### config.mk
export PLATFORM = sky130hd
export DESIGN_NAME = checksum_frame_receiver
export DESIGN_NICKNAME = d
export VERILOG_FILES = /design/src/sv/cfr_pkg.sv /design/src/sv/cfr_ram.sv /design/src/sv/checksum_frame_receiver.sv
export SDC_FILE = /design/constraint.sdc
export NUM_CORES = 1
export LEC_CHECK = 0
export BUFFER_PORTS_ARGS = -buffer_cell sky130_fd_sc_hd__buf_2
export CORE_UTILIZATION = 56
export CTS_CLUSTER_DIAMETER = 200
export DETAILED_ROUTE_END_ITERATION = 10
export GPL_TIMING_DRIVEN = 0
export HOLD_SLACK_MARGIN = 0.08
export PLACE_DENSITY_LB_ADDON = 0.2
export SYNTH_ARGS = -nofsm -noshare
export SYNTH_HDL_FRONTEND = slang
export SYNTH_SLANG_ARGS = --single-unit
### constraint.sdc
create_clock -name clock -period 2.7 [get_ports clock]
set_input_delay 0.135 -clock clock [delete_from_list [all_inputs] [get_ports clock]]
set_output_delay 0.135 -clock clock [all_outputs]
set_load 0.01 [all_outputs]
### src/sv/cfr_pkg.sv
// cfr_pkg: shared types, codes and constants of the checksum frame receiver
// no dependencies; used by the receiver and its checker
`default_nettype none

package cfr_pkg;

   // default frame buffer size in bytes, header and checksum included
   localparam int FRAME_BUFFER_BYTES_DEF = 32;

   // frame sync byte
   localparam logic [7:0] SYNC_BYTE = 8'h5A;

   // result kind codes
   localparam logic [1:0] KIND_PAYLOAD = 2'd0;
   localparam logic [1:0] KIND_END     = 2'd1;
   localparam logic [1:0] KIND_ERROR   = 2'd2;

   // sequencer states
   typedef enum logic [1:0] {
      ST_IDLE,
      ST_READ,
      ST_LOAD,
      ST_FINAL
   } cfr_state_type;

endpackage

`default_nettype wire

### src/sv/cfr_ram.sv
// cfr_ram: generic single-port-write, single-port-read ram with registered read
// no dependencies; holds the payload bytes of the frame being received
`default_nettype none

module cfr_ram #(
   parameter int WIDTH = 8,
   parameter int DEPTH = 27,
   parameter int ADDR_W = (DEPTH > 1) ? $clog2(DEPTH) : 1
) (
   input  wire logic              clock,
   input  wire logic              wr_en,
   input  wire logic [ADDR_W-1:0] wr_addr,
   input  wire logic [WIDTH-1:0]  wr_data,
   input  wire logic [ADDR_W-1:0] rd_addr,
   output logic      [WIDTH-1:0]  rd_data
);

   logic [WIDTH-1:0] mem_ff [DEPTH];
   logic [WIDTH-1:0] rd_data_ff;

   // write port and registered read port
   always_ff @(posedge clock) begin
      if (wr_en) begin
         mem_ff[wr_addr] <= wr_data;
      end
      rd_data_ff <= mem_ff[rd_addr];
   end

   assign rd_data = rd_data_ff;

endmodule

`default_nettype wire

### src/sv/checksum_frame_receiver.sv
// checksum_frame_receiver: sync hunt, header capture, payload store and checksum check
// depends on cfr_pkg and cfr_ram
`default_nettype none

// Takes one received byte per word and parses frames of the form
// 5A 5A type length payload[length] checksum, where the checksum is the mod-256
// sum of all earlier frame bytes. A frame with length + 5 above FRAME_BUFFER_BYTES
// is dropped without a result. On a good checksum the payload bytes come out in
// order, followed by an end marker with last set; on a bad one a single error word
// with last set. After every byte except the checksum byte the block stays ready. After
// the checksum byte the block is busy: for a good frame it does a ram read and an output
// load per payload byte, then the end marker, and waits while the result side stalls; for
// a bad checksum it loads the single error word.
// One 8-bit adder is shared between the running sum and the drain index.
module checksum_frame_receiver
   import cfr_pkg::*;
#(
   parameter int FRAME_BUFFER_BYTES = FRAME_BUFFER_BYTES_DEF
) (
   input  wire logic       clock,
   input  wire logic       reset,
   input  wire logic       req_valid,
   output logic            req_ready,
   input  wire logic [7:0] req_rx_byte,
   output logic            rsp_valid,
   input  wire logic       rsp_ready,
   output logic [1:0]      rsp_kind,
   output logic [7:0]      rsp_frame_type,
   output logic [7:0]      rsp_payload_byte,
   output logic [4:0]      rsp_byte_index,
   output logic [4:0]      rsp_payload_length,
   output logic            rsp_last
);

   localparam int PAYLOAD_MAX = FRAME_BUFFER_BYTES - 5;
   localparam int RAM_DEPTH   = (PAYLOAD_MAX > 1) ? PAYLOAD_MAX : 1;
   localparam int ADDR_W      = (RAM_DEPTH > 1) ? $clog2(RAM_DEPTH) : 1;
   localparam int POS_W       = $clog2(FRAME_BUFFER_BYTES);
   localparam logic [7:0] LEN_LIMIT = 8'(PAYLOAD_MAX);

   localparam logic [POS_W-1:0] POS_HUNT   = POS_W'(0);
   localparam logic [POS_W-1:0] POS_SYNC2  = POS_W'(1);
   localparam logic [POS_W-1:0] POS_TYPE   = POS_W'(2);
   localparam logic [POS_W-1:0] POS_LENGTH = POS_W'(3);
   localparam logic [POS_W-1:0] POS_DATA   = POS_W'(4);

   cfr_state_type state_ff, state_in;

   logic [POS_W-1:0]  pos_ff, pos_in;
   logic [7:0]        sum_ff, sum_in;
   logic [7:0]        type_ff, type_in;
   logic [7:0]        length_ff, length_in;
   logic [ADDR_W-1:0] idx_ff, idx_in;
   logic [1:0]        final_kind_ff, final_kind_in;

   logic              rsp_valid_ff, rsp_valid_in;
   logic [1:0]        rsp_kind_ff;
   logic [7:0]        rsp_type_ff;
   logic [7:0]        rsp_byte_ff;
   logic [4:0]        rsp_index_ff;
   logic [4:0]        rsp_length_ff;
   logic              rsp_last_ff;

   // control decoded by the sequencer
   logic              accept;
   logic              out_free;
   logic              load_payload;
   logic              load_final;
   logic [7:0]        add_a;
   logic [7:0]        add_b;
   logic [7:0]        add_sum;
   logic              drain_done;

   // byte step decode
   logic [POS_W-1:0]  csum_pos;
   logic [POS_W-1:0]  pos_off;
   logic              is_sync;
   logic              in_payload;
   logic              at_checksum;
   logic              csum_match;

   logic              ram_wr_en;
   logic [7:0]        ram_rd_data;
   logic [7:0]        idx_ext;

   assign accept   = req_valid && req_ready;
   assign out_free = !rsp_valid_ff || rsp_ready;

   // position of the checksum byte; length is within the buffer whenever it is used
   assign csum_pos    = length_ff[POS_W-1:0] + POS_DATA;
   assign pos_off     = pos_ff - POS_DATA;
   assign is_sync     = (req_rx_byte == SYNC_BYTE);
   assign in_payload  = (pos_ff >= POS_DATA) && (pos_ff < csum_pos);
   assign at_checksum = (pos_ff >= POS_DATA) && (pos_ff == csum_pos);
   assign csum_match  = (req_rx_byte == sum_ff);

   // shared adder: running sum while receiving, drain index while emitting
   assign add_sum    = add_a + add_b;
   assign drain_done = (add_sum == length_ff);

   // next state
   always_comb begin
      state_in = state_ff;
      unique case (state_ff)
         ST_IDLE: begin
            if (accept && at_checksum) begin
               if (csum_match && (length_ff != 8'd0)) begin
                  state_in = ST_READ;
               end else begin
                  state_in = ST_FINAL;
               end
            end
         end
         ST_READ: begin
            state_in = ST_LOAD;
         end
         ST_LOAD: begin
            if (out_free) begin
               state_in = drain_done ? ST_FINAL : ST_READ;
            end
         end
         ST_FINAL: begin
            if (out_free) begin
               state_in = ST_IDLE;
            end
         end
         default: begin
            state_in = ST_IDLE;
         end
      endcase
   end

   // sequencer outputs
   always_comb begin
      req_ready    = 1'b0;
      load_payload = 1'b0;
      load_final   = 1'b0;
      add_a        = sum_ff;
      add_b        = req_rx_byte;
      unique case (state_ff)
         ST_IDLE: begin
            req_ready = 1'b1;
         end
         ST_READ: begin
         end
         ST_LOAD: begin
            load_payload = out_free;
            add_a        = idx_ext;
            add_b        = 8'd1;
         end
         ST_FINAL: begin
            load_final = out_free;
         end
         default: begin
         end
      endcase
   end

   // frame parser: next values for one accepted byte
   always_comb begin
      pos_in        = pos_ff;
      sum_in        = sum_ff;
      type_in       = type_ff;
      length_in     = length_ff;
      final_kind_in = final_kind_ff;
      ram_wr_en     = 1'b0;
      if (accept) begin
         priority if (pos_ff == POS_HUNT) begin
            if (is_sync) begin
               sum_in = SYNC_BYTE;
               pos_in = POS_SYNC2;
            end
         end else if (pos_ff == POS_SYNC2) begin
            if (is_sync) begin
               sum_in = add_sum;
               pos_in = POS_TYPE;
            end else begin
               pos_in = POS_HUNT;
            end
         end else if (pos_ff == POS_TYPE) begin
            type_in = req_rx_byte;
            sum_in  = add_sum;
            pos_in  = POS_LENGTH;
         end else if (pos_ff == POS_LENGTH) begin
            length_in = req_rx_byte;
            sum_in    = add_sum;
            pos_in    = (req_rx_byte > LEN_LIMIT) ? POS_HUNT : POS_DATA;
         end else if (in_payload) begin
            ram_wr_en = 1'b1;
            sum_in    = add_sum;
            pos_in    = pos_ff + POS_W'(1);
         end else if (at_checksum) begin
            final_kind_in = csum_match ? KIND_END : KIND_ERROR;
            sum_in        = 8'd0;
            pos_in        = POS_HUNT;
         end else begin
            sum_in = 8'd0;
            pos_in = POS_HUNT;
         end
      end
   end

   // drain index
   always_comb begin
      idx_in = idx_ff;
      if (accept && at_checksum) begin
         idx_in = '0;
      end else if (load_payload) begin
         idx_in = add_sum[ADDR_W-1:0];
      end
   end

   assign idx_ext = 8'(idx_ff);

   // output register valid
   always_comb begin
      rsp_valid_in = rsp_valid_ff;
      if (load_payload || load_final) begin
         rsp_valid_in = 1'b1;
      end else if (rsp_ready) begin
         rsp_valid_in = 1'b0;
      end
   end

   // control registers
   always_ff @(posedge clock) begin
      if (reset) begin
         state_ff     <= ST_IDLE;
         pos_ff       <= POS_HUNT;
         sum_ff       <= 8'd0;
         type_ff      <= 8'd0;
         length_ff    <= 8'd0;
         rsp_valid_ff <= 1'b0;
      end else begin
         state_ff     <= state_in;
         pos_ff       <= pos_in;
         sum_ff       <= sum_in;
         type_ff      <= type_in;
         length_ff    <= length_in;
         rsp_valid_ff <= rsp_valid_in;
      end
   end

   // datapath registers
   always_ff @(posedge clock) begin
      idx_ff        <= idx_in;
      final_kind_ff <= final_kind_in;
      if (load_payload) begin
         rsp_kind_ff   <= KIND_PAYLOAD;
         rsp_type_ff   <= type_ff;
         rsp_byte_ff   <= ram_rd_data;
         rsp_index_ff  <= idx_ext[4:0];
         rsp_length_ff <= length_ff[4:0];
         rsp_last_ff   <= 1'b0;
      end else if (load_final) begin
         rsp_kind_ff   <= final_kind_ff;
         rsp_type_ff   <= type_ff;
         rsp_byte_ff   <= 8'd0;
         rsp_index_ff  <= 5'd0;
         rsp_length_ff <= length_ff[4:0];
         rsp_last_ff   <= 1'b1;
      end
   end

   // payload store
   cfr_ram #(
      .WIDTH (8),
      .DEPTH (RAM_DEPTH),
      .ADDR_W(ADDR_W)
   ) u_payload_ram (
      .clock  (clock),
      .wr_en  (ram_wr_en),
      .wr_addr(pos_off[ADDR_W-1:0]),
      .wr_data(req_rx_byte),
      .rd_addr(idx_ff),
      .rd_data(ram_rd_data)
   );

   assign rsp_valid          = rsp_valid_ff;
   assign rsp_kind           = rsp_kind_ff;
   assign rsp_frame_type     = rsp_type_ff;
   assign rsp_payload_byte   = rsp_byte_ff;
   assign rsp_byte_index     = rsp_index_ff;
   assign rsp_payload_length = rsp_length_ff;
   assign rsp_last           = rsp_last_ff;

endmodule

`default_nettype wire

==> out/qor.log, run 1 <==
qor: outcome.run_status finished, final reports clean
qor: die.fp.dieW 150 microns
qor: power_and_ir_drop.ir_drop 705 uV
qor: place.dp.final_hpwl 17000 microns
qor: finish.layout_commonest_cell sky130_fd_sc_hd__edfxtp_1
qor: yosys.post_synthesis_area_per_instance 15.9 sq um
qor: detailed_routing.dr_iter_0_viols 597
qor: yosys.synth-edff-count 244
qor: clock_tree.clk_pin_slew 0.06 ns
qor: place.port_buffer_count 42
qor: die.design.die.area 22400 sq um
qor: yosys.synth_flop_cell sky130_fd_sc_hd__edfxtp_1
qor: finish.drive_gt1_share 30.5%
qor: min_path.hold_class in -> reg
qor: setup_path.worstPathArrival 3.16 ns
qor: clock_tree.htreeDepth 1
qor: die.core_area 21200 sq um
qor: finish.final_core_utilization 69.9%
qor: power_and_ir_drop.report.power.total 12.1 mW
qor: yosys.post_synth_main_area_contributors sky130_fd_sc_hd__edfxtp_1, sky130_fd_sc_hd__mux4_2, sky130_fd_sc_hd__dfxtp_1
qor: detailed_routing.avgViaCountPerCell 6.04
qor: timing.timing_hold_violations_final 0
qor: detailed_routing.detailroute.via_count 7090
qor: setup_path.critical_path_data_required_time 3.18 ns
qor: setup_path.worst_r2r_dst state_ff[1]
qor: detailed_routing.drc 0
qor: min_path.whs_endpoint state_ff[0]
qor: clock_tree.cts_tree done
qor: grt.global_route.usage.total 25.6%
qor: setup_path.setup.worst_path.end_class register
qor: power_and_ir_drop.total_power_density_per_cell_area 814 nW/um^2
qor: die.rows 53
qor: grt.grt_start_max_net_pins 34
qor: timing.finalMaxSlewViolations 0
qor: yosys.ys_async_sr_fraction 0%
qor: finish.synthToLayoutAreaGrowth 21.3%
qor: clock_tree.cts-root-buf sky130_fd_sc_hd__clkbuf_16
qor: timing.layout_worst_path_cycle_share 99.1%
qor: place.gp_congestion 0.893
qor: yosys.synth_nets 803
qor: die.die_height 150 microns
qor: grt.gr_ovfl_total 0
qor: finish.layout.cells.non_filler 1174
qor: yosys.summed_instance_area_of_the_synthesized_netlist 12200 sq um
qor: grt.antenna_found_initial 0
qor: die.num_io_pins 43
qor: yosys.synth.ff_latch_count 292
qor: timing.max_slew_margin 28.1%
qor: finish.finish.net_count 910
qor: detailed_routing.postRouteAntennaNets 0
qor: timing.period_minus_slack 2.68 ns
qor: die.start_util 57.6%
qor: timing.clock_skew 0.0140 ns
qor: timing.tightestPinTransition 1.08 ns
qor: yosys.synth_area_leader sky130_fd_sc_hd__edfxtp_1
qor: timing.rsz0062_at_grt yes
qor: timing.count_of_endpoints_failing_setup_in_the_final_report 0
qor: finish.layout.area.seq 8310 sq um
qor: setup_path.r2r-start state_ff[1]
qor: grt.grt_first_pass_wirelength 41500 microns
qor: run.max_cap_violations 0
qor: setup_path.critical_path.startpoint_type register
qor: yosys.post-synth-top-area-fraction 59.9%
qor: setup_path.path_max_fanout 7
qor: yosys.syn_inst 768
qor: setup_path.worst_reg_to_reg_setup_slack 0.02 ns
qor: power_and_ir_drop.p_leak 4.98 nW
qor: detailed_routing.dr.pass1.iters 5
qor: finish.multi_input_area 4160 sq um
qor: finish.fillers 1373
qor: finish.n_antenna_cell 0
qor: clock_tree.clkSinkCount 292
qor: clock_tree.cts-buffers-inserted 30
qor: detailed_routing.wl_per_cell 23.9 microns
qor: detailed_routing.routed_wl 28000 microns
qor: min_path.hold_path_depth 5
qor: min_path.hold_path_startpoint req_valid
qor: place.place.detailed.instances 1085
qor: yosys.synth_seq_area_share 67.8%
qor: finish.mostFrequentLayoutCells sky130_fd_sc_hd__edfxtp_1, sky130_fd_sc_hd__nand2_1, sky130_fd_sc_hd__mux4_2
qor: yosys.synth.distinct_cells 61
qor: clock_tree.cts-root-to-sink-buffers 3
qor: clock_tree.clock_insertion_delay_at_the_later_pin_of_the_skew_report 0.55 ns
qor: setup_path.depth_of_the_worst_register_to_register_path 10
qor: grt.first_global_vias 7206
qor: yosys.ys_warn_count 0
qor: timing.fmaxAchievable 374 MHz
qor: setup_path.setup.worst_path.class reg -> reg
state kept, by name, summed over array words and instances, names as in the netlist:
name	cells
final_kind_ff	2
idx_ff	5
length_ff	8
pos_ff	5
rsp_byte_index	5
rsp_frame_type	8
rsp_kind	2
rsp_last	1
rsp_payload_byte	8
rsp_payload_length	5
rsp_valid	1
state_ff	2
sum_ff	8
type_ff	8
u_payload_ram.mem_ff	216
u_payload_ram.rd_data	8
logic make-up (layout without fill, tap and decap cells):
kind of cell / count (synthesis) / in the layout / share of synthesized area, %
buffers and inverters: 53 / 184 / 2.16
adder cells (fa/ha/maj): 23 / 23 / 2.42
multiplexers: 93 / 93 / 13.7
XOR/XNOR: 26 / 26 / 1.86
AND/OR/NAND/NOR: 200 / 200 / 7.71
flip-flops: 292 / 292 / 67.8
AO/OA/AOI/OAI: 81 / 81 / 4.38
where the power goes:
part	internal [mW]	total (mW)	switching, mW
registers	5.03	5.18	0.146
logic	1.37	2.73	1.36
clock network	2.48	4.16	1.68
total	8.88	12.1	3.18
cells in the mapped netlist, drive strengths merged (5+ instances only):
library cell and number:
a22oi 5, xnor2 22, dfxtp 48, mux4 56, inv 16, a21oi 17, buf 16, nand3 18
mux2 8, clkbuf 21, mux2i 29, nor2b 5, nor2 61, nand2 64, and2 23, ha 22
o21ai 28, edfxtp 244, nor3 7, nand4 6
per-layer routing:
metal  routed length [microns]  vias to the layer above  part of all wire, %  track usage [%]
met1                     12000                     3650                   43             34.8
met3                      1470                       48                  5.2             4.45
met4                       652                        0                  2.3             7.02
met2                     13900                      225                   50             42.8
met5                         0                        -                    0                0
li1                          -                     3167                    -                -
stage by stage:
step           worst slack (ns)  setup TNS [ns]  hold slack (ns)  instance area [sq um]
3_3_place_gp             -0.839         -154.49            0.410                  12800
5_1_grt                 -0.0542         -0.0542            0.162                  14800
2_1_floorplan           -0.0883          -11.71            0.234                  12300
6_report                 0.0241               0            0.116                  14800
3_5_place_dp             -0.952         -183.28            0.413                  12800
4_1_cts                 -0.0177         -0.0177           0.0996                  14700
worst max-delay path by stage:
stage | from | end | slack [ns] | cells past startpoint
2_1_floorplan | length_ff[3] | u_payload_ram.mem_ff[0][0] | -0.09 | 10
3_3_place_gp | length_ff[3] | u_payload_ram.mem_ff[8][5] | -0.84 | 10
3_5_place_dp | length_ff[3] | u_payload_ram.mem_ff[8][5] | -0.95 | 10
4_1_cts | state_ff[0] | state_ff[1] | -0.02 | 13
5_1_grt | state_ff[0] | state_ff[1] | -0.05 | 12
6_report | state_ff[1] | state_ff[1] | 0.02 | 10
worst max-delay path: stages (launching register included):
cell                       delay, ns
sky130_fd_sc_hd__dfxtp_2        0.39
sky130_fd_sc_hd__nor2b_4        0.22
sky130_fd_sc_hd__clkbuf_4       0.19
sky130_fd_sc_hd__o21ai_0        0.19
sky130_fd_sc_hd__ha_4           0.40
sky130_fd_sc_hd__nand3_1        0.11
sky130_fd_sc_hd__o211ai_1       0.31
sky130_fd_sc_hd__xor2_2         0.25
sky130_fd_sc_hd__xnor2_1        0.15
sky130_fd_sc_hd__a21boi_0       0.22
sky130_fd_sc_hd__a31o_2         0.18
timing repair:
item                       CTS  global route
hold endpoints to repair     3             0
buffers inserted            38             3
setup endpoints to repair  227           220
cloned                       1             0
gates resized for setup    115            24
pin swaps                   40            21
hold buffers                 2             0
cell type report:
cell class / count / area share (%)
inverter: 16 / 0.405
buffer: 26 / 1.42
clock buffer: 38 / 5.41
sequential: 292 / 56.0
multi-input combinational: 423 / 28.0
tap: 275 / 2.32
clock inverter: 18 / 1.33
timing repair buffer: 86 / 5.06
No activity file was read; power rests on OpenSTA's default activity.
==> run 2, diff against run 1 <==
--- a/config.mk
+++ b/config.mk
@@ -8,2 +8,3 @@
 export BUFFER_PORTS_ARGS = -buffer_cell sky130_fd_sc_hd__buf_2
+export CORE_MARGIN = 3
 export CORE_UTILIZATION = 56
@@ -16,2 +17,3 @@
 export SYNTH_HDL_FRONTEND = slang
+export SYNTH_HIERARCHICAL = 1
 export SYNTH_SLANG_ARGS = --single-unit
--- a/constraint.sdc
+++ b/constraint.sdc
@@ -3,2 +3,2 @@
 set_output_delay 0.135 -clock clock [all_outputs]
-set_load 0.01 [all_outputs]
+set_load 0.05 [all_outputs]
==> run 2 against run 1 <==
- the flow now finishes with violations (negative setup slack)
- final area is 0.19% lower
- critical path depth unchanged
- power fell by 12%
- first-iteration DRC count decreased by 0.17%
- critical endpoint is now u_payload_ram/mem_ff[12][1]
==> out/qor.log, run 2 <==
qor: setup_path.path_max_fanout 8
qor: yosys.synth.distinct_cells 66
qor: detailed_routing.dr_iter_0_viols 596
qor: grt.first_global_vias 7123
qor: finish.finish.net_count 867
qor: yosys.synth_area_leader sky130_fd_sc_hd__edfxtp_1
qor: timing.count_of_endpoints_failing_setup_in_the_final_report 216
qor: yosys.yosysMostFrequentCell sky130_fd_sc_hd__edfxtp_1
qor: finish.synthToLayoutAreaGrowth 21.6%
qor: place.dp.final_hpwl 17300 microns
qor: yosys.post_synth_main_area_contributors sky130_fd_sc_hd__edfxtp_1, sky130_fd_sc_hd__mux4_2, sky130_fd_sc_hd__dfxtp_1
qor: grt.antenna_found_initial 0
qor: setup_path.setup.worst_path.end_class register
qor: yosys.ys_warn_count 6
qor: finish.mostFrequentLayoutCells sky130_fd_sc_hd__edfxtp_1, sky130_fd_sc_hd__mux4_2, sky130_fd_sc_hd__buf_2
qor: finish.regMostFlops u_payload_ram/mem_ff
qor: yosys.synth-edff-count 244
qor: clock_tree.htreeDepth 1
qor: timing.period_minus_slack 3.08 ns
qor: timing.timing_hold_violations_final 0
qor: finish.layout.area.seq 8310 sq um
qor: detailed_routing.routed_wl 28300 microns
qor: setup_path.worst_r2r_dst u_payload_ram/mem_ff[12][1]
qor: clock_tree.cts-root-to-sink-buffers 3
qor: yosys.synth_nets 738
qor: power_and_ir_drop.ir_drop 500 uV
qor: power_and_ir_drop.p_leak 5.14 nW
qor: clock_tree.cts_tree done
qor: run.max_cap_violations 0
qor: yosys.post-synth-top-area-fraction 60.2%
qor: place.gp_congestion 0.874
qor: timing.finalMaxSlewViolations 0
qor: clock_tree.cts-root-buf sky130_fd_sc_hd__clkbuf_16
qor: setup_path.critical_path_top_delay_cell sky130_fd_sc_hd__or3b_4
qor: timing.whs 0.215 ns
qor: place.port_buffer_count 42
qor: detailed_routing.dr.pass1.iters 5
qor: detailed_routing.drc 0
qor: grt.grt_start_max_net_pins 34
qor: setup_path.depth_of_the_worst_register_to_register_path 10
qor: die.design.die.area 23500 sq um
qor: die.num_io_pins 43
qor: yosys.summed_instance_area_of_the_synthesized_netlist 12200 sq um
qor: power_and_ir_drop.total_power_density_per_cell_area 714 nW/um^2
qor: timing.layout_worst_path_cycle_share 114%
qor: die.fp.dieW 153 microns
qor: min_path.hold_path_depth 1
qor: finish.multi_input_area 4040 sq um
qor: clock_tree.clkSinkCount 292
qor: finish.layout_commonest_cell sky130_fd_sc_hd__edfxtp_1
qor: timing.rsz0062_at_grt yes
qor: clock_tree.clk_pin_slew 0.06 ns
qor: detailed_routing.postRouteAntennaNets 0
qor: yosys.syn_inst 703
qor: min_path.whs_endpoint u_payload_ram/mem_ff[22][7]
qor: detailed_routing.wl_per_cell 25.0 microns
qor: setup_path.critical_path.max_stage_delay 0.57 ns
qor: finish.fillers 1278
qor: die.core_area 21200 sq um
qor: timing.tightestPinTransition 1.15 ns
qor: yosys.synth.ff_latch_count 292
qor: detailed_routing.detailroute.via_count 6964
qor: power_and_ir_drop.report.power.total 10.6 mW
qor: min_path.hold_class in -> reg
qor: setup_path.worst_reg_to_reg_setup_slack -0.38 ns
qor: min_path.hold_path_startpoint req_rx_byte[7]
qor: outcome.run_status complete, but fails checks
qor: finish.largest_register_ffs 216
qor: outcome.violations negative setup slack
qor: setup_path.r2r-start length_ff[2]
qor: yosys.ys_async_sr_fraction 0%
qor: grt.grt_first_pass_wirelength 43200 microns
qor: timing.fmaxAchievable 325 MHz
qor: finish.drive_gt1_share 36.8%
qor: die.rows 53
qor: die.start_util 57.5%
qor: setup_path.critical_path_data_required_time 2.92 ns
qor: yosys.synth_seq_area_share 68.1%
qor: setup_path.worstPathArrival 3.30 ns
qor: clock_tree.cts-buffers-inserted 30
qor: timing.worst_slack -0.379 ns
qor: setup_path.setup.worst_path.class reg -> reg
qor: timing.clock_skew 0.0134 ns
qor: yosys.synth_commonest_cells sky130_fd_sc_hd__edfxtp_1, sky130_fd_sc_hd__mux4_2, sky130_fd_sc_hd__nor2_1, sky130_fd_sc_hd__dfxtp_1, sky130_fd_sc_hd__ha_1
qor: die.die_height 153 microns
qor: detailed_routing.avgViaCountPerCell 6.17
qor: grt.global_route.usage.total 24.2%
qor: setup_path.critical_path.startpoint_type register
qor: setup_path.worstPathCellList inv_4 -> ha_4 -> inv_2 -> ha_4 -> and4_4 -> a21o_4 -> a211o_4 -> a211oi_4 -> or3b_4 -> nor2_4
qor: yosys.post_synthesis_area_per_instance 17.3 sq um
qor: grt.gr_ovfl_total 0
qor: setup_path.cp_common_cell sky130_fd_sc_hd__ha_4
qor: clock_tree.clock_insertion_delay_at_the_later_pin_of_the_skew_report 0.54 ns
qor: yosys.synth_flop_cell sky130_fd_sc_hd__edfxtp_1
qor: timing.max_slew_margin 23.0%
qor: finish.n_antenna_cell 0
## run 2: changes by cell type in the layout (fill, tap and decap cells not counted), sizes merged, moves of 9 or more
cell   change
xnor2     -10
buf       +10
xor2       +9
mux2i      -9
nand2     -42
o21ai     -18
mux2      +13
## run 2: layer usage
layer / vias to the layer above / GRT usage (%) / share of wire (%)
li1: 3026 / - / -
met1: 3569 / 35.0 / 41
met2: 313 / 39.2 / 49
met3: 56 / 3.34 / 7.5
met4: 0 / 6.85 / 2.8
met5: - / 0 / 0
## run 2: area by class of cell
cell class	instances	area share (%)
clock buffer	40	5.96
clock inverter	14	0.482
buffer	24	1.14
tap	275	2.33
timing repair buffer	99	6.19
multi-input combinational	368	27.3
inverter	17	0.448
sequential	292	56.1
## run 2: how the worst max path moves through the flow
| stage | cells past startpoint | from | slack, ns | end |
|---|---|---|---|---|
| 2_1_floorplan | 10 | length_ff[2] | -0.33 | u_payload_ram/mem_ff[20][0] |
| 3_3_place_gp | 10 | length_ff[2] | -0.94 | u_payload_ram/mem_ff[9][4] |
| 3_5_place_dp | 10 | length_ff[2] | -1.05 | u_payload_ram/mem_ff[6][1] |
| 4_1_cts | 9 | length_ff[2] | -0.37 | u_payload_ram/mem_ff[20][1] |
| 5_1_grt | 9 | length_ff[2] | -0.43 | u_payload_ram/mem_ff[24][3] |
| 6_report | 10 | length_ff[2] | -0.38 | u_payload_ram/mem_ff[12][1] |
## run 2: cells by family after synthesis
group / share of synthesized area, %
compound gates: 3.90
xor+xnor: 1.80
fa+ha+maj: 2.43
buf+inv: 1.78
flops: 68.1
mux: 15.4
simple gates: 6.53
## run 2: worst max-delay path: cells and delay by family, from the launching register on
kind                       cells  cell delay [ns]
DFF                            1             0.39
adders and majority gates      2             0.45
buffers and inverters          2             0.09
and+or+nand+nor                3             1.03
AOI/OAI and AO/OA              3             0.80
## run 2: per-stage QoR
step                TNS, ns  std cells  setup WS [ns]  utilization [%]  area, sq um
finish               -65.10       1129         -0.379             69.9        14800
global route         -77.86       1129         -0.428             69.9        14800
CTS                  -51.56       1119         -0.365             69.1        14600
detailed placement  -182.24       1020          -1.05             60.8        12900
global placement    -164.79       1020         -0.940             60.8        12900
floorplan            -57.00        703         -0.326                -        12300
## run 2: timing repair
| item | in CTS | in global routing |
|---|---|---|
| endpoints found under the setup margin | 233 | 222 |
| pin swaps | 39 | 19 |
| hold buffers | 3 | 0 |
| endpoints found under the hold margin | 14 | 0 |
| gates resized for setup | 69 | 18 |
| buffers inserted | 43 | 11 |
## run 2: where the power goes
part / switching, mW / internal, mW / leakage, nW / total (mW)
registers: 0.0486 / 4.96 / 2.62 / 5.01
clock network: 1.62 / 2.28 / 0.466 / 3.90
logic: 0.839 / 0.825 / 2.04 / 1.66
total: 2.51 / 8.06 / 5.14 / 10.6
